### config.mk
export PLATFORM = sky130hd
export DESIGN_NAME = crr_row_seq
export DESIGN_NICKNAME = d
export VERILOG_FILES = /design/src/hw/rtl/crr_pkg.sv /design/src/hw/rtl/crr_row_seq.sv
export SDC_FILE = /design/constraint.sdc
export NUM_CORES = 1
export LEC_CHECK = 0
export ABC_AREA = 1
export ABC_CLOCK_PERIOD_IN_PS = 32200
export BUFFER_PORTS_ARGS = -buffer_cell sky130_fd_sc_hd__buf_2
export CORE_AREA = 10 10 564 566
export DETAILED_ROUTE_END_ITERATION = 7
export DIE_AREA = 0 0 574 576
export SETUP_SLACK_MARGIN = 0.1
export SLEW_MARGIN = 20
export SYNTH_ARGS = -nofsm -noshare
export SYNTH_HDL_FRONTEND = slang
export SYNTH_SLANG_ARGS = --single-unit
### constraint.sdc
create_clock -name aclk -period 32.2 [get_ports aclk]
set_clock_uncertainty 0.2 [all_clocks]
set_input_delay 1.61 -clock aclk [delete_from_list [all_inputs] [get_ports aclk]]
set_output_delay 1.61 -clock aclk [all_outputs]
set_load 0.01 [all_outputs]
### src/hw/rtl/crr_pkg.sv
// Shared constants, tables and types of the circle ring row rasterizer.
package crr_pkg;

    // Radius and canvas limits.
    localparam int MAX_RADIUS = 31;
    localparam int MAX_CANVAS = 2048;

    // Field widths.
    localparam int COORD_W   = 13;
    localparam int WIDE_W    = COORD_W + 1;
    localparam int RADIUS_W  = 5;
    localparam int COLOR_W   = 24;
    localparam int ROW_W     = 11;
    localparam int ADDR_W    = 22;
    localparam int MASK_W    = 63;
    localparam int SQ_W      = 10;
    localparam int THR_W     = SQ_W + 2;
    localparam int CFG_W     = 12;
    localparam int BORDER_W  = 5;
    localparam int PROD_W    = ROW_W + CFG_W;
    localparam int IN_DATA_W  = 56;
    localparam int OUT_DATA_W = 136;

    // Register indexes of the configuration port.
    localparam logic [1:0] REG_CANVAS_WIDTH     = 2'd0;
    localparam logic [1:0] REG_CANVAS_HEIGHT    = 2'd1;
    localparam logic [1:0] REG_BORDER_THICKNESS = 2'd2;

    // Register values after reset.
    localparam logic [CFG_W-1:0]    RST_CANVAS_WIDTH  = 12'd640;
    localparam logic [CFG_W-1:0]    RST_CANVAS_HEIGHT = 12'd480;
    localparam logic [BORDER_W-1:0] RST_BORDER        = 5'd1;

    // Kind codes.
    localparam logic KIND_RING = 1'b0;
    localparam logic KIND_DISC = 1'b1;

    // Column square that never fits a row window; marks clipped columns.
    localparam logic [SQ_W-1:0] SQ_NONE = '1;

    // Squares of the magnitudes 0 to 31.
    localparam logic [SQ_W-1:0] SQ_TABLE [32] = '{
        10'd0,   10'd1,   10'd4,   10'd9,   10'd16,  10'd25,  10'd36,  10'd49,
        10'd64,  10'd81,  10'd100, 10'd121, 10'd144, 10'd169, 10'd196, 10'd225,
        10'd256, 10'd289, 10'd324, 10'd361, 10'd400, 10'd441, 10'd484, 10'd529,
        10'd576, 10'd625, 10'd676, 10'd729, 10'd784, 10'd841, 10'd900, 10'd961
    };

    // One circle command as it enters the block.
    typedef struct packed {
        logic                       kind;
        logic signed [COORD_W-1:0]  center_x;
        logic signed [COORD_W-1:0]  center_y;
        logic [RADIUS_W-1:0]        radius;
        logic [COLOR_W-1:0]         draw_color;
    } cmd_in_t;

    // A clipped, non-empty command ready for row scanning.
    typedef struct packed {
        logic [ROW_W-1:0]              min_x;
        logic [ROW_W-1:0]              min_y;
        logic [ROW_W-1:0]              max_y;
        logic signed [COORD_W-1:0]     center_y;
        logic [SQ_W-1:0]               outer2;
        logic [SQ_W-1:0]               inner2;
        logic [CFG_W-1:0]              width;
        logic [COLOR_W-1:0]            pix;
        logic [MASK_W-1:0][SQ_W-1:0]   col_sq;
    } cmd_t;

    // One row request issued by the sequencer.
    typedef struct packed {
        cmd_t             cmd;
        logic [ROW_W-1:0] y;
        logic             last;
    } row_t;

    // One finished row result.
    typedef struct packed {
        logic [ROW_W-1:0]   row_y;
        logic [ROW_W-1:0]   x_start;
        logic [ADDR_W-1:0]  word_address;
        logic [MASK_W-1:0]  row_mask;
        logic [COLOR_W-1:0] pixel_color;
        logic               last;
    } res_t;

endpackage

### src/hw/rtl/crr_row_seq.sv
// Row sequencer: holds one command and issues one row request per cycle while row_ready is high.
module crr_row_seq (
    input  logic          aclk,
    input  logic          aresetn,
    input  logic          cmd_valid,
    output logic          cmd_ready,
    input  crr_pkg::cmd_t cmd,
    output logic          row_valid,
    input  logic          row_ready,
    output crr_pkg::row_t row
);
    import crr_pkg::*;

    logic             busy_reg;
    logic [ROW_W-1:0] row_reg;
    cmd_t             cmd_reg;
    logic             last_row;
    logic             row_done;
    logic             cmd_take;

    assign last_row  = (row_reg == cmd_reg.max_y);
    assign row_done  = busy_reg && row_ready;
    assign cmd_ready = !busy_reg || (row_ready && last_row);
    assign cmd_take  = cmd_valid && cmd_ready;

    // Busy flag and row counter.
    always_ff @(posedge aclk) begin
        if (!aresetn) begin
            busy_reg <= 1'b0;
            row_reg  <= '0;
        end else if (cmd_take) begin
            busy_reg <= 1'b1;
            row_reg  <= cmd.min_y;
        end else if (row_done) begin
            if (last_row) begin
                busy_reg <= 1'b0;
            end else begin
                row_reg <= row_reg + ROW_W'(1);
            end
        end
    end

    // Held command.
    always_ff @(posedge aclk) begin
        if (cmd_take) begin
            cmd_reg <= cmd;
        end
    end

    assign row_valid = busy_reg;
    assign row.cmd   = cmd_reg;
    assign row.y     = row_reg;
    assign row.last  = last_row;

endmodule

==> out/qor.csv <==
metric,value,unit
core area,307300,µm²
Setup TNS,0,ps
DP Worst Slack,25890,ps
Post-Syn Area,23100,µm²
area share of fa/ha/maj cells after synthesis,0.05417,%
deepest level of the CTS H-tree,3,
worst slew pin tran,1138,ps
dominant cells by area after synthesis,"edfxtp_1 (95%), nand2_1 (1.1%), dfxtp_1 (1.0%)",
Tot GR Track Use,14.98,%
CP Capture Type,register,
via/cell ratio,2.722,
synth unique cells,24,
kind of critical path,register to register,
max-slew violations,0,
syn_area_per_cell,24.92,µm²
met1 usage,13.78,%
Lkg Pwr,15.08,nW
Post-route DRC,0,
XOR/XNOR Fraction of Synth Area,0.3792,%
Seq cells post-synth,744,
Critical Path RT,32440,ps
Crit Path Max Fanout,68,
CP startpoint kind,register,
worst skew pair latency,790,ps
reg2reg setup slack,26800,ps
post-layout min period,5399,ps
largest net degree at the start of global routing,143,
Die Wd,574,µm
worst setup path endpoint,row[433]$_DFFE_PP_,
post-synthesis sequential area ratio,96.20,%
die area,330600,µm²
Post-DRT Antenna Nets,0,
post-synthesis compound-gate area fraction,0.5417,%
post-synthesis mux area share,0,%
total CTS buffers,102,
vias in the first global route,17970,
grt ovf,0,
f_max,0.1852,GHz
crit path DAT,5630,ps
Hold WC Path Type,register to register,
syn_nets,1664,
Max Cap Viol,0,
top-area cell type share of the netlist area,95.16,%
M2 GR Usage,23.98,%
max_slew headroom,24.10,%
Clock Path Buffers,4,
status,finished clean,
Largest register FFs,743,
R2R depth,12,
Reg2Reg Launch Point,row_reg[6]$_SDFFE_PN0P_,
Syn Inst Count,927,
total number of vias,18470,
starting density of the core,7.517,%
CP startpoint,row_reg[6]$_SDFFE_PN0P_,
"area leader, netlist",edfxtp_1,
PortBufs,1481,
maximum vdd drop,57.50,µV
clock slew at reported path FFs,60,ps
Final Instance Count excl. Fillers,6787,
PostCTS Resize Cnt,0,
clk root buf,clkbuf_16,
antenna violations before repair,388,
top-level I/O count,1482,
unrepaired setup endpoints after global routing,no,
final worst path period share,16.77,%
first-pass detailed-route iteration total,6,
combinational family with the most area after synthesis,simple AND/OR/NAND/NOR gates,
first-pass GRT wire length,300500,µm
synthesis-to-layout area growth,70.04,%
Final Hold Fails,0,
Cells after DPL,6536,
FF-to-FF End,row[433]$_DFFE_PP_,
YS warnings,0,
clock sink total,744,
postcts setup bufs,0,
height of the die,576,µm
final-stage net count,3257,
DRT iter0 DRCs,1484,
dpl hpwl,237500,µm
PwrDens,65.63,nW/µm²
hold buffers post-CTS,0,
num rows,204,
grt met3 use,13.95,%
Setup-failing EPs final,0,
Routed WL,260600,µm
layout cells sized above 1,64.24,%
GP Congestion,0.9082,
WL per Instance,38.40,µm
final setup margin,26800,ps
CTS tree,yes,
layer with the highest usage,met2,
fraction of the mapped netlist area in simple logic gates,2.140,%
-- metrics by stage --
stage                     utilization (%)  hold slack [ps]  total power [W]  area, µm²
after CTS                           12.73            331.7         0.002641      39110
after global placement              11.63            302.7         0.001427      35740
after detailed placement            11.63            321.1         0.001431      35740
final                               12.78            343.8         0.002578      39280
after floorplan                         -            336.3         0.001265      23100
after global routing                12.75            360.1         0.002682      39190
-- critical path: stages, from the launching register on --
cell and delay [ps]:
dfxtp_1 520, inv_2 70, nand2_1 90, nand2_1 60, nor2_1 90, nand2_1 70
nor2_2 110, nand3_2 150, a21oi_4 750, buf_4 770, buf_4 690, buf_4 540
buf_4 720
-- worst min path at each step --
stage | start | end | slack, ps | cells past startpoint
5_1_grt | row_reg[9]$_SDFFE_PN0P_ | row_reg[9]$_SDFFE_PN0P_ | 360 | 2
3_3_place_gp | row_reg[10]$_SDFFE_PN0P_ | row_reg[10]$_SDFFE_PN0P_ | 300 | 2
2_1_floorplan | row_reg[10]$_SDFFE_PN0P_ | row_reg[10]$_SDFFE_PN0P_ | 340 | 2
6_report | row_reg[9]$_SDFFE_PN0P_ | row_reg[9]$_SDFFE_PN0P_ | 340 | 2
3_5_place_dp | row_reg[9]$_SDFFE_PN0P_ | row_reg[9]$_SDFFE_PN0P_ | 320 | 2
4_1_cts | row_reg[9]$_SDFFE_PN0P_ | row_reg[9]$_SDFFE_PN0P_ | 330 | 2
-- logic make-up (layout without fill, tap and decap cells) --
logic type,count (synthesis),count (layout)
compound gates,22,22
simple gates,113,113
other cells,0,66
flops,744,744
fa+ha+maj,1,1
buf+inv,37,1711
xor+xnor,10,10
-- cell usage after synthesis (all sizes together) --
library cell and number:
nor2 16, buf 4, a21oi 17, xnor2 7, nand4 1, or2 1
nand3 20, nand2 73, dfxtp 12, ha 1, inv 33, edfxtp 732
nor3 2, xor2 3, o21ai 5
-- metal layers --
layer	part of all wire (%)	up-vias
li1	-	6927
met1	31	8688
met2	45	1975
met3	21	769
met4	3.6	112
met5	0.27	-
-- final cells by class --
class	count	area (µm²)
timing repair buffer	1493	7515
clock buffer	111	2586
sequential	744	22220
antenna	66	165.2
tap	4120	5155
multi-input combinational	146	726.9
fill	34650	268000
inverter	33	123.9
clock inverter	74	785.8
-- cell usage in the layout, fill, tap and decap left out, types with 6 or more instances in the layout --
cell type	count
bufinv_16	11
inv_6	12
clkinvlp_4	9
a21oi_1	15
buf_4	11
inv_1	31
diode_2	66
nand3_1	18
clkinv_4	6
nand2_1	68
xnor2_1	7
edfxtp_1	732
nor2_1	14
clkbuf_16	102
clkinv_2	16
clkinv_1	12
dfxtp_1	12
buf_2	1481
clkbuf_1	9
-- where the power goes --
part	internal [W]	switching (W)
Sequential	0.00113	0.0000173
Combinational	0.0000696	0.000185
Clock	0.000676	0.000500
Note: power is estimated with default switching activity, not from simulation.
