==> config.mk <==
export PLATFORM = sky130hd
export DESIGN_NAME = crr_row_pipe
export DESIGN_NICKNAME = d
export VERILOG_FILES = /design/src/hw/rtl/crr_pkg.sv /design/src/hw/rtl/crr_row_pipe.sv
export SDC_FILE = /design/constraint.sdc
export NUM_CORES = 2
export LEC_CHECK = 0
export BUFFER_PORTS_ARGS = -buffer_cell sky130_fd_sc_hd__buf_2
export CAP_MARGIN = 20
export CORE_MARGIN = 2
export CORE_UTILIZATION = 55
export CTS_BUF_LIST = sky130_fd_sc_hd__clkbuf_4 sky130_fd_sc_hd__clkbuf_8
export CTS_CLUSTER_SIZE = 25
export DETAILED_ROUTE_END_ITERATION = 16
export PLACE_DENSITY = 0.8
export SYNTH_ARGS = -nofsm -noshare
export SYNTH_HDL_FRONTEND = slang
export SYNTH_SLANG_ARGS = --single-unit
==> constraint.sdc <==
create_clock -name aclk -period 68.9 [get_ports aclk]
set_input_delay 13.78 -clock aclk [delete_from_list [all_inputs] [get_ports aclk]]
set_output_delay 13.78 -clock aclk [all_outputs]
set_load 0.03 [all_outputs]
==> src/hw/rtl/crr_pkg.sv <==
// Shared constants, tables and types of the circle ring row rasterizer.
package crr_pkg;

    // Radius and canvas limits.
    localparam int MAX_RADIUS = 31;
    localparam int MAX_CANVAS = 2048;

    // Field widths.
    localparam int COORD_W   = 13;
    localparam int WIDE_W    = COORD_W + 1;
    localparam int RADIUS_W  = 5;
    localparam int COLOR_W   = 24;
    localparam int ROW_W     = 11;
    localparam int ADDR_W    = 22;
    localparam int MASK_W    = 63;
    localparam int SQ_W      = 10;
    localparam int THR_W     = SQ_W + 2;
    localparam int CFG_W     = 12;
    localparam int BORDER_W  = 5;
    localparam int PROD_W    = ROW_W + CFG_W;
    localparam int IN_DATA_W  = 56;
    localparam int OUT_DATA_W = 136;

    // Register indexes of the configuration port.
    localparam logic [1:0] REG_CANVAS_WIDTH     = 2'd0;
    localparam logic [1:0] REG_CANVAS_HEIGHT    = 2'd1;
    localparam logic [1:0] REG_BORDER_THICKNESS = 2'd2;

    // Register values after reset.
    localparam logic [CFG_W-1:0]    RST_CANVAS_WIDTH  = 12'd640;
    localparam logic [CFG_W-1:0]    RST_CANVAS_HEIGHT = 12'd480;
    localparam logic [BORDER_W-1:0] RST_BORDER        = 5'd1;

    // Kind codes.
    localparam logic KIND_RING = 1'b0;
    localparam logic KIND_DISC = 1'b1;

    // Column square that never fits a row window; marks clipped columns.
    localparam logic [SQ_W-1:0] SQ_NONE = '1;

    // Squares of the magnitudes 0 to 31.
    localparam logic [SQ_W-1:0] SQ_TABLE [32] = '{
        10'd0,   10'd1,   10'd4,   10'd9,   10'd16,  10'd25,  10'd36,  10'd49,
        10'd64,  10'd81,  10'd100, 10'd121, 10'd144, 10'd169, 10'd196, 10'd225,
        10'd256, 10'd289, 10'd324, 10'd361, 10'd400, 10'd441, 10'd484, 10'd529,
        10'd576, 10'd625, 10'd676, 10'd729, 10'd784, 10'd841, 10'd900, 10'd961
    };

    // One circle command as it enters the block.
    typedef struct packed {
        logic                       kind;
        logic signed [COORD_W-1:0]  center_x;
        logic signed [COORD_W-1:0]  center_y;
        logic [RADIUS_W-1:0]        radius;
        logic [COLOR_W-1:0]         draw_color;
    } cmd_in_t;

    // A clipped, non-empty command ready for row scanning.
    typedef struct packed {
        logic [ROW_W-1:0]              min_x;
        logic [ROW_W-1:0]              min_y;
        logic [ROW_W-1:0]              max_y;
        logic signed [COORD_W-1:0]     center_y;
        logic [SQ_W-1:0]               outer2;
        logic [SQ_W-1:0]               inner2;
        logic [CFG_W-1:0]              width;
        logic [COLOR_W-1:0]            pix;
        logic [MASK_W-1:0][SQ_W-1:0]   col_sq;
    } cmd_t;

    // One row request issued by the sequencer.
    typedef struct packed {
        cmd_t             cmd;
        logic [ROW_W-1:0] y;
        logic             last;
    } row_t;

    // One finished row result.
    typedef struct packed {
        logic [ROW_W-1:0]   row_y;
        logic [ROW_W-1:0]   x_start;
        logic [ADDR_W-1:0]  word_address;
        logic [MASK_W-1:0]  row_mask;
        logic [COLOR_W-1:0] pixel_color;
        logic               last;
    } res_t;

endpackage

==> src/hw/rtl/crr_row_pipe.sv <==
// Row pipeline: row distance, word address and the column mask in three stages.
module crr_row_pipe (
    input  logic          aclk,
    input  logic          aresetn,
    input  logic          row_valid,
    output logic          row_ready,
    input  crr_pkg::row_t row,
    output logic          res_valid,
    input  logic          res_ready,
    output crr_pkg::res_t res
);
    import crr_pkg::*;

    typedef struct packed {
        logic [ROW_W-1:0]            y;
        logic                        last;
        logic [ROW_W-1:0]            min_x;
        logic [SQ_W-1:0]             outer2;
        logic [SQ_W-1:0]             inner2;
        logic [COLOR_W-1:0]          pix;
        logic [MASK_W-1:0][SQ_W-1:0] col_sq;
        logic [SQ_W-1:0]             dy2;
        logic [PROD_W-1:0]           prod;
    } sta_t;

    typedef struct packed {
        logic [ROW_W-1:0]            y;
        logic                        last;
        logic [ROW_W-1:0]            min_x;
        logic [COLOR_W-1:0]          pix;
        logic [MASK_W-1:0][SQ_W-1:0] col_sq;
        logic signed [THR_W-1:0]     lo;
        logic signed [THR_W-1:0]     hi;
        logic [ADDR_W-1:0]           addr;
    } stb_t;

    logic a_valid_reg, b_valid_reg, c_valid_reg;
    logic a_ready, b_ready, c_ready;
    sta_t a_reg, a_next;
    stb_t b_reg, b_next;
    res_t c_reg, c_next;

    // Stage A: square of the row offset and row times width.
    always_comb begin
        logic signed [WIDE_W-1:0] dy;
        logic [WIDE_W-1:0]        mag;
        dy  = $signed(WIDE_W'(row.y)) - WIDE_W'(row.cmd.center_y);
        mag = dy[WIDE_W-1] ? WIDE_W'(-dy) : WIDE_W'(dy);
        a_next.y      = row.y;
        a_next.last   = row.last;
        a_next.min_x  = row.cmd.min_x;
        a_next.outer2 = row.cmd.outer2;
        a_next.inner2 = row.cmd.inner2;
        a_next.pix    = row.cmd.pix;
        a_next.col_sq = row.cmd.col_sq;
        a_next.dy2    = SQ_TABLE[mag[RADIUS_W-1:0]];
        a_next.prod   = PROD_W'(row.y) * PROD_W'(row.cmd.width);
    end

    // Stage B: window of column squares for this row and the word address.
    always_comb begin
        logic [PROD_W-1:0] sum;
        sum = a_reg.prod + PROD_W'(a_reg.min_x);
        b_next.y      = a_reg.y;
        b_next.last   = a_reg.last;
        b_next.min_x  = a_reg.min_x;
        b_next.pix    = a_reg.pix;
        b_next.col_sq = a_reg.col_sq;
        b_next.lo     = $signed(THR_W'(a_reg.inner2)) - $signed(THR_W'(a_reg.dy2));
        b_next.hi     = $signed(THR_W'(a_reg.outer2)) - $signed(THR_W'(a_reg.dy2));
        b_next.addr   = sum[ADDR_W-1:0];
    end

    // Stage C: one compare pair per column.
    always_comb begin
        logic signed [THR_W-1:0] sq;
        c_next.row_y        = b_reg.y;
        c_next.x_start      = b_reg.min_x;
        c_next.word_address = b_reg.addr;
        c_next.pixel_color  = b_reg.pix;
        c_next.last         = b_reg.last;
        for (int i = 0; i < MASK_W; i++) begin
            sq = $signed(THR_W'(b_reg.col_sq[i]));
            c_next.row_mask[i] = (sq >= b_reg.lo) && (sq <= b_reg.hi);
        end
    end

    assign c_ready   = !c_valid_reg || res_ready;
    assign b_ready   = !b_valid_reg || c_ready;
    assign a_ready   = !a_valid_reg || b_ready;
    assign row_ready = a_ready;

    // Valid bits travel with the rows.
    always_ff @(posedge aclk) begin
        if (!aresetn) begin
            a_valid_reg <= 1'b0;
            b_valid_reg <= 1'b0;
            c_valid_reg <= 1'b0;
        end else begin
            if (a_ready) begin
                a_valid_reg <= row_valid;
            end
            if (b_ready) begin
                b_valid_reg <= a_valid_reg;
            end
            if (c_ready) begin
                c_valid_reg <= b_valid_reg;
            end
        end
    end

    // Payload registers.
    always_ff @(posedge aclk) begin
        if (a_ready && row_valid) begin
            a_reg <= a_next;
        end
        if (b_ready && a_valid_reg) begin
            b_reg <= b_next;
        end
        if (c_ready && b_valid_reg) begin
            c_reg <= c_next;
        end
    end

    assign res_valid = c_valid_reg;
    assign res       = c_reg;

endmodule

==> results_tabular.tex <==
\begin{tabular}{lr}
\hline
Metric & Value \\
\hline
\multicolumn{2}{l}{\textbf{Timing}} \\
Summed negative setup slack over all endpoints & 0 ps \\
RSZ-0062 raised after global routing & no \\
Worst slew margin relative to its limit & 30.2\% \\
Largest clock skew in the final design & 88.9 ps \\
Final Hold Fails & 0 \\
Worst-margin pin slew & 1020 ps \\
Crit path time final & 28,620 ps \\
Final Setup Violations & 0 \\
Smallest setup slack after layout & 40,280 ps \\
Final Hold Slack & 340 ps \\
Number of pins exceeding their max-slew limit in the final report & 0 \\
Period Utilization, post-route & 41.5\% \\
Highest attainable clock frequency & approximately 0.035 GHz \\
\multicolumn{2}{l}{\textbf{Worst setup path}} \\
Critical path, cell by cell & buf\_2, nor2b\_1, nand3\_1, buf\_2 \\
Critical path data required time & 55,120 ps \\
Worst setup SP type & primary input \\
Capturing point of the worst reg2reg path & a\_reg[425] \\
Flop2flop setup slack & 64,400 ps \\
Sort of element at the end of the critical path & output pin \\
Critical Path Source & res\_ready \\
Total buffers and inverters traversed by the critical path & 2 \\
Crit Reg-Reg Startpoint & res\_valid \\
Largest fanout of any net on the critical path & 6 \\
Critical path type & primary input to output pin \\
Most repeated library cell on the critical path & buf\_2 \\
Data arrival time of the critical path & 14,840 ps \\
Slowest stage cell, crit path & nor2b\_1 \\
Slowest cell delay on critical path & 580 ps \\
Cell family with most CP delay & simple AND/OR/NAND/NOR gates \\
Worst r2r path cells & 6 \\
\multicolumn{2}{l}{\textbf{Final layout}} \\
Number of nets at the end of the flow & 8,939 \\
Number of inserted filler cells in the final layout & $\sim$11,000 \\
Area Overhead vs Synth & 15.4\% \\
Max FFs per register & approximately 730 \\
Share of layout cells above drive strength 1 & 19.9\% \\
Final non-filler cell area & roughly 94,000 um2 \\
\multicolumn{2}{l}{\textbf{Synthesis}} \\
Nets in the synthesized netlist & 7,811 \\
Synth Instances & 5,608 \\
Netlist area before placement & 81,500 um2 \\
Synth async-reset ratio & 0\% \\
Number of synthesized flops with an enable pin & 1,581 \\
Top-count cell post-synth & edfxtp\_1 \\
Portion of synthesized cell area occupied by the leading cell type & 58.3\% \\
Count of warnings emitted by yosys & 0 \\
Post-synth top flop & edfxtp\_1 \\
Commonest cells post-synth & edfxtp\_1, ha\_1, inv\_1, a21oi\_1, o21a\_1 \\
Synth area leader & edfxtp\_1 \\
Mean instance size in the synthesized netlist & 14.5 um2 \\
Count of unique library cells instantiated by Yosys & just under 70 \\
Synth area leaders & edfxtp\_1, ha\_1, fa\_1 \\
Synthesis-stage register bit count & roughly 1,600 \\
Sequential cell area fraction in the yosys report & 58.3\% \\
\multicolumn{2}{l}{\textbf{Route}} \\
First drt pass iteration count & 7 \\
DRC violation count after routing & 0 \\
Violation count after the first detailed-routing iteration & roughly 4,500 \\
Average via count per standard cell & slightly above 6 \\
Top Layer Used & met5 \\
DR WL met2 & 106,000 um \\
Routed Wire Length & 228,000 um \\
Number of routed nets with antenna violations & 0 \\
Via count & 54,700 \\
Routed WL per cell & about 25 um \\
Met1 layer wirelength in the final routing & 84,000 um \\
Sum of met3 wire segment lengths after detailed routing & around 22,000 um \\
\multicolumn{2}{l}{\textbf{Die}} \\
Placeable core region & 147,000 um2 \\
Cell Rows & 141 \\
Height of the die & 389 um \\
Width of the chip & 389 um \\
\# IOs & 882 \\
Die footprint & about 150,000 um2 \\
Starting utilization of the core area & roughly 55\% \\
\multicolumn{2}{l}{\textbf{Placement}} \\
HPWL after detailed placement & 151,000 um \\
Setup WS pre-CTS & 40,300 ps \\
Last weighted congestion value of the routability-driven placer & 0.909 \\
Placed inst area & 88,500 um2 \\
Count of buffers from port buffering & $\sim$860 \\
\multicolumn{2}{l}{\textbf{GRT}} \\
Global route total overflow & 0 \\
Global-route wire length before repair & 331,000 um \\
Initial antenna violation count & 138 \\
Global router's overall resource usage & between 20\% and 30\% \\
Via count of the first global-routing pass & about 55,000 \\
Maximum number of pins on one net before global-route repair & about 180 \\
\multicolumn{2}{l}{\textbf{Clock network}} \\
H-Tree Level Count & 5 \\
Root Buffer & clkbuf\_8 \\
Clock-pin slew reported for the worst setup and hold paths after clock tree synthesis & approximately 70 ps \\
Maximum buffer depth of the clock tree & 4 \\
TritonCTS clock tree & done \\
Number of buffers inserted for hold repair after clock tree synthesis & 0 \\
Resized cells post-CTS & 0 \\
Clk sink count & 1,584 \\
Clock latency at the later pin of the worst-skew pair & 1020 ps \\
Buffers inserted by post-CTS timing repair & 0 \\
Total clock buffers created by CTS & 279 \\
\multicolumn{2}{l}{\textbf{Hold path}} \\
Source of the worst hold timing path & a\_reg[499] \\
Hold path endpoint & b\_reg[512] \\
Hold Path Stages & 0 \\
Type of the most critical hold path & flop to flop \\
\multicolumn{2}{l}{\textbf{Power}} \\
Maximum resistive drop on vdd & $\sim$0.000034 V \\
Reported leakage power & around 0.039 uW \\
Pwr dens & between 20 and 30 nW/um2 \\
\multicolumn{2}{l}{\textbf{Status}} \\
Outcome & complete, no violations \\
\multicolumn{2}{l}{\textbf{Job}} \\
Max capacitance violation total & 0 \\
\hline
\end{tabular}
[cells by family after synthesis]
group,Yosys count,synth area share (%)
adder cells (fa/ha/maj),1455,23.2
XOR/XNOR,59,0.694
AO/OA/AOI/OAI,1184,9.59
multiplexers,2,0.0261
AND/OR/NAND/NOR,944,6.41
flip-flops,1584,58.3
buffers and inverters,380,1.76
[where the power goes]
group	leakage, uW	switching [uW]	internal (uW)
registers	0.0151	32.2	1160
clock network	0.00274	381	460
logic	0.0208	417	270
total	0.0386	830	1890
[worst max-delay path by stage]
| stage | to | depth (start not counted) |
|---|---|---|
| final | row_ready | 4 |
| after global routing | row_ready | 4 |
| after CTS | row_ready | 4 |
| after detailed placement | row_ready | 4 |
| after global placement | row_ready | 4 |
| after floorplan | b_reg[0] | 2 |
[per-stage QoR]
| step | total power, uW | instances | util, % |
|---|---|---|---|
| detailed placement | 1890 | 8383 | 60.0 |
| floorplan | 1730 | 5608 | - |
| global placement | 1850 | 8383 | 60.0 |
| global route | 2850 | 8931 | 63.7 |
| finish | 2720 | 8988 | 63.8 |
| CTS | 2730 | 8842 | 63.5 |
[layer usage]
metal / GRT usage, % / vias to the layer above
li1: - / 24500
met1: 36.1 / 26500
met2: 46.5 / 2846
met3: 6.93 / 795
met4: 20.5 / 38
met5: 0 / -
[layout by cell type, fill, tap and decap left out, types with 84 or more instances in the layout]
| master | Yosys | routed |
|---|---|---|
| a211oi_1 | 93 | 93 |
| a21o_1 | 84 | 84 |
| a21oi_1 | 266 | 266 |
| buf_2 | 4 | 859 |
| clkbuf_8 | 0 | 283 |
| diode_2 | 0 | 144 |
| edfxtp_1 | 1581 | 1581 |
| fa_1 | 90 | 90 |
| ha_1 | 1365 | 1365 |
| inv_1 | 308 | 290 |
| nand2_1 | 163 | 163 |
| nand4_1 | 114 | 114 |
| nor3_1 | 151 | 151 |
| nor4_1 | 164 | 164 |
| o21a_1 | 239 | 239 |
| o21ai_0 | 180 | 180 |
| o31ai_1 | 95 | 95 |
[area by class of cell]
type | count | area (um2) | share of cell area, %
Sequential cell | 1584 | 47500 | 50.5
Clock buffer | 362 | 4490 | 4.77
Antenna cell | 144 | 360 | 0.383
Tap cell | 1930 | 2410 | 2.57
Multi-Input combinational cell | 3644 | 32500 | 34.6
Timing Repair Buffer | 918 | 4820 | 5.12
Inverter | 309 | 1200 | 1.28
Clock inverter | 97 | 699 | 0.744
(Power assumes the default switching activity.)
