===== src/hw/rtl/crr_pkg.sv =====
// Shared constants, tables and types of the circle ring row rasterizer.
package crr_pkg;

    // Radius and canvas limits.
    localparam int MAX_RADIUS = 31;
    localparam int MAX_CANVAS = 2048;

    // Field widths.
    localparam int COORD_W   = 13;
    localparam int WIDE_W    = COORD_W + 1;
    localparam int RADIUS_W  = 5;
    localparam int COLOR_W   = 24;
    localparam int ROW_W     = 11;
    localparam int ADDR_W    = 22;
    localparam int MASK_W    = 63;
    localparam int SQ_W      = 10;
    localparam int THR_W     = SQ_W + 2;
    localparam int CFG_W     = 12;
    localparam int BORDER_W  = 5;
    localparam int PROD_W    = ROW_W + CFG_W;
    localparam int IN_DATA_W  = 56;
    localparam int OUT_DATA_W = 136;

    // Register indexes of the configuration port.
    localparam logic [1:0] REG_CANVAS_WIDTH     = 2'd0;
    localparam logic [1:0] REG_CANVAS_HEIGHT    = 2'd1;
    localparam logic [1:0] REG_BORDER_THICKNESS = 2'd2;

    // Register values after reset.
    localparam logic [CFG_W-1:0]    RST_CANVAS_WIDTH  = 12'd640;
    localparam logic [CFG_W-1:0]    RST_CANVAS_HEIGHT = 12'd480;
    localparam logic [BORDER_W-1:0] RST_BORDER        = 5'd1;

    // Kind codes.
    localparam logic KIND_RING = 1'b0;
    localparam logic KIND_DISC = 1'b1;

    // Column square that never fits a row window; marks clipped columns.
    localparam logic [SQ_W-1:0] SQ_NONE = '1;

    // Squares of the magnitudes 0 to 31.
    localparam logic [SQ_W-1:0] SQ_TABLE [32] = '{
        10'd0,   10'd1,   10'd4,   10'd9,   10'd16,  10'd25,  10'd36,  10'd49,
        10'd64,  10'd81,  10'd100, 10'd121, 10'd144, 10'd169, 10'd196, 10'd225,
        10'd256, 10'd289, 10'd324, 10'd361, 10'd400, 10'd441, 10'd484, 10'd529,
        10'd576, 10'd625, 10'd676, 10'd729, 10'd784, 10'd841, 10'd900, 10'd961
    };

    // One circle command as it enters the block.
    typedef struct packed {
        logic                       kind;
        logic signed [COORD_W-1:0]  center_x;
        logic signed [COORD_W-1:0]  center_y;
        logic [RADIUS_W-1:0]        radius;
        logic [COLOR_W-1:0]         draw_color;
    } cmd_in_t;

    // A clipped, non-empty command ready for row scanning.
    typedef struct packed {
        logic [ROW_W-1:0]              min_x;
        logic [ROW_W-1:0]              min_y;
        logic [ROW_W-1:0]              max_y;
        logic signed [COORD_W-1:0]     center_y;
        logic [SQ_W-1:0]               outer2;
        logic [SQ_W-1:0]               inner2;
        logic [CFG_W-1:0]              width;
        logic [COLOR_W-1:0]            pix;
        logic [MASK_W-1:0][SQ_W-1:0]   col_sq;
    } cmd_t;

    // One row request issued by the sequencer.
    typedef struct packed {
        cmd_t             cmd;
        logic [ROW_W-1:0] y;
        logic             last;
    } row_t;

    // One finished row result.
    typedef struct packed {
        logic [ROW_W-1:0]   row_y;
        logic [ROW_W-1:0]   x_start;
        logic [ADDR_W-1:0]  word_address;
        logic [MASK_W-1:0]  row_mask;
        logic [COLOR_W-1:0] pixel_color;
        logic               last;
    } res_t;

endpackage


===== src/hw/rtl/crr_setup.sv =====
// Command setup: configuration registers, bounding box clipping and column squares.
module crr_setup (
    input  logic                              aclk,
    input  logic                              aresetn,
    input  logic                              cfg_valid,
    output logic                              cfg_ready,
    input  logic [1:0]                        cfg_index,
    input  logic [crr_pkg::CFG_W-1:0]         cfg_data,
    input  logic                              in_valid,
    output logic                              in_ready,
    input  crr_pkg::cmd_in_t                  in_cmd,
    output logic                              cmd_valid,
    input  logic                              cmd_ready,
    output crr_pkg::cmd_t                     cmd
);
    import crr_pkg::*;

    localparam logic [RADIUS_W-1:0] R_MAX = RADIUS_W'(MAX_RADIUS);
    localparam logic [CFG_W-1:0]    C_MAX = CFG_W'(MAX_CANVAS);

    typedef struct packed {
        logic                       keep;
        logic signed [WIDE_W-1:0]   min_x;
        logic signed [WIDE_W-1:0]   max_x;
        logic signed [WIDE_W-1:0]   min_y;
        logic signed [WIDE_W-1:0]   max_y;
        logic signed [WIDE_W-1:0]   cx;
        logic signed [COORD_W-1:0]  cy;
        logic [SQ_W-1:0]            outer2;
        logic [SQ_W-1:0]            inner2;
        logic [CFG_W-1:0]           width;
        logic [COLOR_W-1:0]         pix;
    } box_t;

    logic [CFG_W-1:0]    width_reg, height_reg;
    logic [BORDER_W-1:0] border_reg;
    logic                s1_valid_reg, s2_valid_reg;
    box_t                s1_reg, s1_next;
    cmd_t                s2_reg, s2_next;
    logic                s2_keep;
    logic                s1_ready, s2_ready;

    // Configuration writes are always taken.
    assign cfg_ready = 1'b1;

    always_ff @(posedge aclk) begin
        if (!aresetn) begin
            width_reg  <= RST_CANVAS_WIDTH;
            height_reg <= RST_CANVAS_HEIGHT;
            border_reg <= RST_BORDER;
        end else if (cfg_valid) begin
            unique case (cfg_index)
                REG_CANVAS_WIDTH:     width_reg  <= cfg_data;
                REG_CANVAS_HEIGHT:    height_reg <= cfg_data;
                REG_BORDER_THICKNESS: border_reg <= cfg_data[BORDER_W-1:0];
                default: ;
            endcase
        end
    end

    // First stage: radius, ring thresholds and the clipped box.
    always_comb begin
        logic [RADIUS_W-1:0]      r;
        logic [RADIUS_W-1:0]      b;
        logic [CFG_W-1:0]         w;
        logic [CFG_W-1:0]         h;
        logic signed [WIDE_W-1:0] cy_e;
        logic signed [WIDE_W-1:0] r_e;
        logic signed [WIDE_W-1:0] lo_v;
        logic signed [WIDE_W-1:0] hi_v;
        logic signed [WIDE_W-1:0] w_lim;
        logic signed [WIDE_W-1:0] h_lim;
        r     = (in_cmd.radius > R_MAX) ? R_MAX : in_cmd.radius;
        b     = (border_reg > r) ? r : border_reg;
        w     = (width_reg > C_MAX) ? C_MAX : width_reg;
        h     = (height_reg > C_MAX) ? C_MAX : height_reg;
        cy_e  = WIDE_W'(in_cmd.center_y);
        r_e   = $signed(WIDE_W'(r));
        w_lim = $signed(WIDE_W'(w)) - WIDE_W'(1);
        h_lim = $signed(WIDE_W'(h)) - WIDE_W'(1);

        s1_next.cx     = WIDE_W'(in_cmd.center_x);
        s1_next.cy     = in_cmd.center_y;
        s1_next.width  = w;
        s1_next.outer2 = SQ_TABLE[r];
        s1_next.inner2 = (in_cmd.kind == KIND_DISC) ? '0 : SQ_TABLE[r - b];
        // A ring with no radius or no border draws nothing.
        s1_next.keep   = (in_cmd.kind == KIND_DISC) || ((r != '0) && (border_reg != '0));
        s1_next.pix    = {in_cmd.draw_color[7:0], in_cmd.draw_color[15:8],
                          in_cmd.draw_color[23:16]};

        lo_v = s1_next.cx - r_e;
        hi_v = s1_next.cx + r_e;
        s1_next.min_x = (lo_v < 0) ? '0 : lo_v;
        s1_next.max_x = (hi_v > w_lim) ? w_lim : hi_v;
        lo_v = cy_e - r_e;
        hi_v = cy_e + r_e;
        s1_next.min_y = (lo_v < 0) ? '0 : lo_v;
        s1_next.max_y = (hi_v > h_lim) ? h_lim : hi_v;
    end

    // Second stage: emptiness and the square of each column offset.
    always_comb begin
        logic signed [WIDE_W-1:0] span;
        logic signed [WIDE_W-1:0] ox;
        logic signed [WIDE_W-1:0] d;
        logic [WIDE_W-1:0]        mag;
        span = s1_reg.max_x - s1_reg.min_x;
        ox   = s1_reg.min_x - s1_reg.cx;
        s2_keep = s1_reg.keep && (s1_reg.min_x <= s1_reg.max_x)
                  && (s1_reg.min_y <= s1_reg.max_y);
        s2_next.min_x    = s1_reg.min_x[ROW_W-1:0];
        s2_next.min_y    = s1_reg.min_y[ROW_W-1:0];
        s2_next.max_y    = s1_reg.max_y[ROW_W-1:0];
        s2_next.center_y = s1_reg.cy;
        s2_next.outer2   = s1_reg.outer2;
        s2_next.inner2   = s1_reg.inner2;
        s2_next.width    = s1_reg.width;
        s2_next.pix      = s1_reg.pix;
        for (int i = 0; i < MASK_W; i++) begin
            d   = ox + WIDE_W'(i);
            mag = d[WIDE_W-1] ? WIDE_W'(-d) : WIDE_W'(d);
            s2_next.col_sq[i] = (WIDE_W'(i) <= $unsigned(span))
                                ? SQ_TABLE[mag[RADIUS_W-1:0]] : SQ_NONE;
        end
    end

    assign s2_ready = !s2_valid_reg || cmd_ready;
    assign s1_ready = !s1_valid_reg || s2_ready;
    assign in_ready = s1_ready;

    // Valid bits; a command that draws nothing is dropped after the second stage.
    always_ff @(posedge aclk) begin
        if (!aresetn) begin
            s1_valid_reg <= 1'b0;
            s2_valid_reg <= 1'b0;
        end else begin
            if (s1_ready) begin
                s1_valid_reg <= in_valid;
            end
            if (s2_ready) begin
                s2_valid_reg <= s1_valid_reg && s2_keep;
            end
        end
    end

    // Payload registers.
    always_ff @(posedge aclk) begin
        if (s1_ready && in_valid) begin
            s1_reg <= s1_next;
        end
        if (s2_ready && s1_valid_reg) begin
            s2_reg <= s2_next;
        end
    end

    assign cmd_valid = s2_valid_reg;
    assign cmd       = s2_reg;

endmodule


===== config.mk =====
export PLATFORM = sky130hd
export DESIGN_NAME = crr_setup
export DESIGN_NICKNAME = d
export VERILOG_FILES = /design/src/hw/rtl/crr_pkg.sv /design/src/hw/rtl/crr_setup.sv
export SDC_FILE = /design/constraint.sdc
export NUM_CORES = 2
export LEC_CHECK = 0
export BUFFER_PORTS_ARGS = -buffer_cell sky130_fd_sc_hd__clkbuf_2
export CAP_MARGIN = 10
export CORE_MARGIN = 3
export CORE_UTILIZATION = 30
export CTS_BUF_LIST = sky130_fd_sc_hd__clkbuf_16
export DETAILED_ROUTE_END_ITERATION = 12
export SETUP_SLACK_MARGIN = 0.5
export SLEW_MARGIN = 10
export SYNTH_ARGS = -nofsm -noshare
export SYNTH_HDL_FRONTEND = slang
export SYNTH_SLANG_ARGS = --single-unit

===== constraint.sdc =====
create_clock -name aclk -period 54 [get_ports aclk]
set_input_delay 10.8 -clock aclk [delete_from_list [all_inputs] [get_ports aclk]]
set_output_delay 10.8 -clock aclk [all_outputs]
set_load 0.03 [all_outputs]

==> results_dict.tcl <==
set metrics [dict create \
    hold_path_depth 0 \
    cts_tree "built" \
    synth_edf_count 867 \
    crit_path_max_fanout 5 \
    p_per_area_mw_per_mm2 58.8 \
    drv_slew 0 \
    largest_reg_flops 730 \
    clkTransAtPathRegs_ps 60 \
    yosys.area.top_type "edfxtp_1" \
    dpl_worst_slack_ps 31720 \
    timing.fmax_mhz 44.9 \
    drc 0 \
    use_met1 0.287 \
    synthAdderAreaFrac 0.0387 \
    postCtsHoldBufs 0 \
    nNetsFinal 7251 \
    wire_per_inst_um 26.4 \
    async_flop_share 0 \
    ios 810 \
    place.detailed.hpwl_mm 183 \
    setup_ws_ps 31710 \
    postLayoutCellArea_mm2 0.0708 \
    critPathArrivalTime_ps 11490 \
    clock_latency_ps 760 \
    start_kind "primary input" \
    slowest_stage "buf_4" \
    reg2reg_depth 15 \
    via_per_inst 5.79 \
    fp-row-count 165 \
    gp_congestion 0.940 \
    antenna_left 0 \
    crit_top_cell "clkbuf_2" \
    synth_mux_area_frac 0.0447 \
    yosysWarnings 0 \
    placed_area_mm2 0.0676 \
    cts_buffer_depth 3 \
    seq_area_frac_synth 0.436 \
    synth.distinct_cells 121 \
    io_buffer_count 806 \
    syn_inst 6453 \
    ys_ff_latch 898 \
    synth_compound_area_frac 0.201 \
    initial_core_util 0.302 \
    synth_top_family_by_area "compound AO/OA/AOI/OAI gates" \
    worstMarginPinSlew_ps 1270 \
    max_cap_violations 0 \
    use_met3 0.0477 \
    vias 56500 \
    grt_max_degree 171 \
    path_buf_inv 3 \
    use_met2 0.383 \
    path_delay_family "buffers and inverters" \
    path_cells "clkbuf_2, nor2b_1, buf_4, nand2_1, clkbuf_2" \
    worstSetupEndpointType "primary output" \
    finClkSkew_ps 58.7 \
    syn_to_final_growth_pct 15.8 \
    synth-xor-area-share 0.0455 \
    cts_setup_buffers 0 \
    yosys.area_share.simple 0.182 \
    drtIter0Drc 7084 \
    synth_top_area_frac 0.425 \
    cts_buffers 101 \
    vdd_ir_drop_max_uv 28.6 \
    die_area_mm2 0.209 \
    finalSetupViolations 0 \
    synth_area_mm2 0.0612 \
    grt_setup_unrepaired "no" \
    avgSynthCellArea_um2 9.48 \
    die_w_um 458 \
    root_buffer "clkbuf_16" \
    grt_usage 0.233 \
    max_stage_delay_ps 190 \
    period_minus_slack_ps 22290 \
    setup_tns_ps 0 \
    drt_pass1_iterations 7 \
    yosys-top-cells-area "edfxtp_1, nand2_1, mux2i_1" \
    hold_path_class "flip-flop to flip-flop" \
    cts_max_level 3 \
    drive_gt1_frac 0.187 \
    antenna_found_initial 10 \
    core-area_mm2 0.203 \
    grt_pass1_wl_mm 365 \
    hold_viol_final 0 \
    synth_flop_cell "edfxtp_1" \
    cts_sinks 898 \
    die_h_um 458 \
    slew_headroom 0.148 \
    wl_mm 257 \
    critical_path_required_ps 43200 \
    power_leakage_nw 27.4 \
    critPathKind "primary input to primary output" \
    status "completed" \
    cp.depth 5 \
    period_share 0.413 \
    cts_resized 0 \
    grt_overflow 0 \
    grt_pass1_vias 52500 \
    grt-busiest-layer "met2" \
]
==> worst reg2reg max path, delay by kind of cell, from the launching register on <==
kind | cells | cell delay, ps
buffers and inverters | 4 | 2850
flip-flops | 1 | 500
AO/OA/AOI/OAI | 8 | 2890
adder cells (fa/ha/maj) | 2 | 1370
XOR/XNOR | 1 | 160
==> final timing paths <==
kind | start | endpoint | slack [ps]
max reg2reg | s1_reg[128]$_SDFFCE_PP0P_ | cmd[55]$_SDFFCE_PN1P_ | 45930
min reg2reg | s1_reg[21]$_DFFE_PP_ | cmd[651]$_DFFE_PP_ | 420
max | cmd_ready | in_ready | 31710
min | s1_reg[21]$_DFFE_PP_ | cmd[651]$_DFFE_PP_ | 420
==> Yosys cell counts (167+ instances only) <==
| cell | instances |
|---|---|
| clkbuf_1 | 305 |
| inv_1 | 204 |
| nand2_1 | 714 |
| xnor2_1 | 240 |
| nand3_1 | 250 |
| o21ai_0 | 411 |
| ha_1 | 167 |
| nor2_1 | 496 |
| nor3_1 | 286 |
| a21oi_1 | 323 |
| mux2i_1 | 242 |
| edfxtp_1 | 867 |
==> logic make-up (layout without fill, tap and decap cells) <==
| kind of cell | after synthesis | after routing |
|---|---|---|
| adder cells (fa/ha/maj) | 188 | 188 |
| other | 2 | 16 |
| XOR/XNOR | 300 | 300 |
| multiplexers | 269 | 269 |
| flip-flops | 898 | 898 |
| AND/OR/NAND/NOR | 2277 | 2277 |
| buffers and inverters | 712 | 1343 |
| AO/OA/AOI/OAI | 1807 | 1807 |
==> routing by layer <==
metal	wire (µm)	vias up
met3	22000	588
met2	121000	3019
met4	14700	4
li1	-	25500
met5	32	-
met1	99900	27400
==> per-stage QoR <==
step / instances / hold WS (ps) / utilization / power, mW
floorplan: 6457 / 400 / - / 2.76
global placement: 9571 / 400 / 0.334 / 3.42
detailed placement: 9571 / 405 / 0.334 / 3.46
CTS: 9760 / 419 / 0.350 / 4.15
global route: 9762 / 425 / 0.350 / 4.40
finish: 9770 / 419 / 0.350 / 4.17
==> where the power goes <==
group / internal, mW / switching (mW) / total, mW
combinational: 0.758 / 1.70 / 2.45
sequential: 0.989 / 0.0567 / 1.05
clock: 0.367 / 0.302 / 0.670
total: 2.11 / 2.05 / 4.17
==> cell type report <==
cell class	instances	area, µm²
clock inverters	88	731
repair buffers	943	5100
multi-input cells	4847	31700
well taps	2672	3340
fillers	20400	132000
inverters	211	801
flip-flops and latches	898	26700
clock buffers	101	2530
diodes	10	25.0
==> cells in the final DEF (no fill, tap or decap), types with 68 or more instances in the layout <==
cell / synthesis / routed
a21oi_1: 323 / 322
edfxtp_1: 867 / 867
xnor2_1: 240 / 236
nand2_1: 714 / 713
ha_1: 167 / 157
clkbuf_16: 0 / 101
nor2_1: 496 / 495
buf_4: 54 / 134
a211oi_1: 68 / 68
a31oi_1: 115 / 115
o21ai_0: 411 / 410
nor3_1: 286 / 285
o211ai_1: 107 / 107
mux2i_1: 242 / 242
nand4_1: 70 / 70
clkbuf_2: 0 / 806
nand3_1: 250 / 250
inv_1: 204 / 211
o221ai_1: 70 / 70
Power figures use the tool's default switching activity.
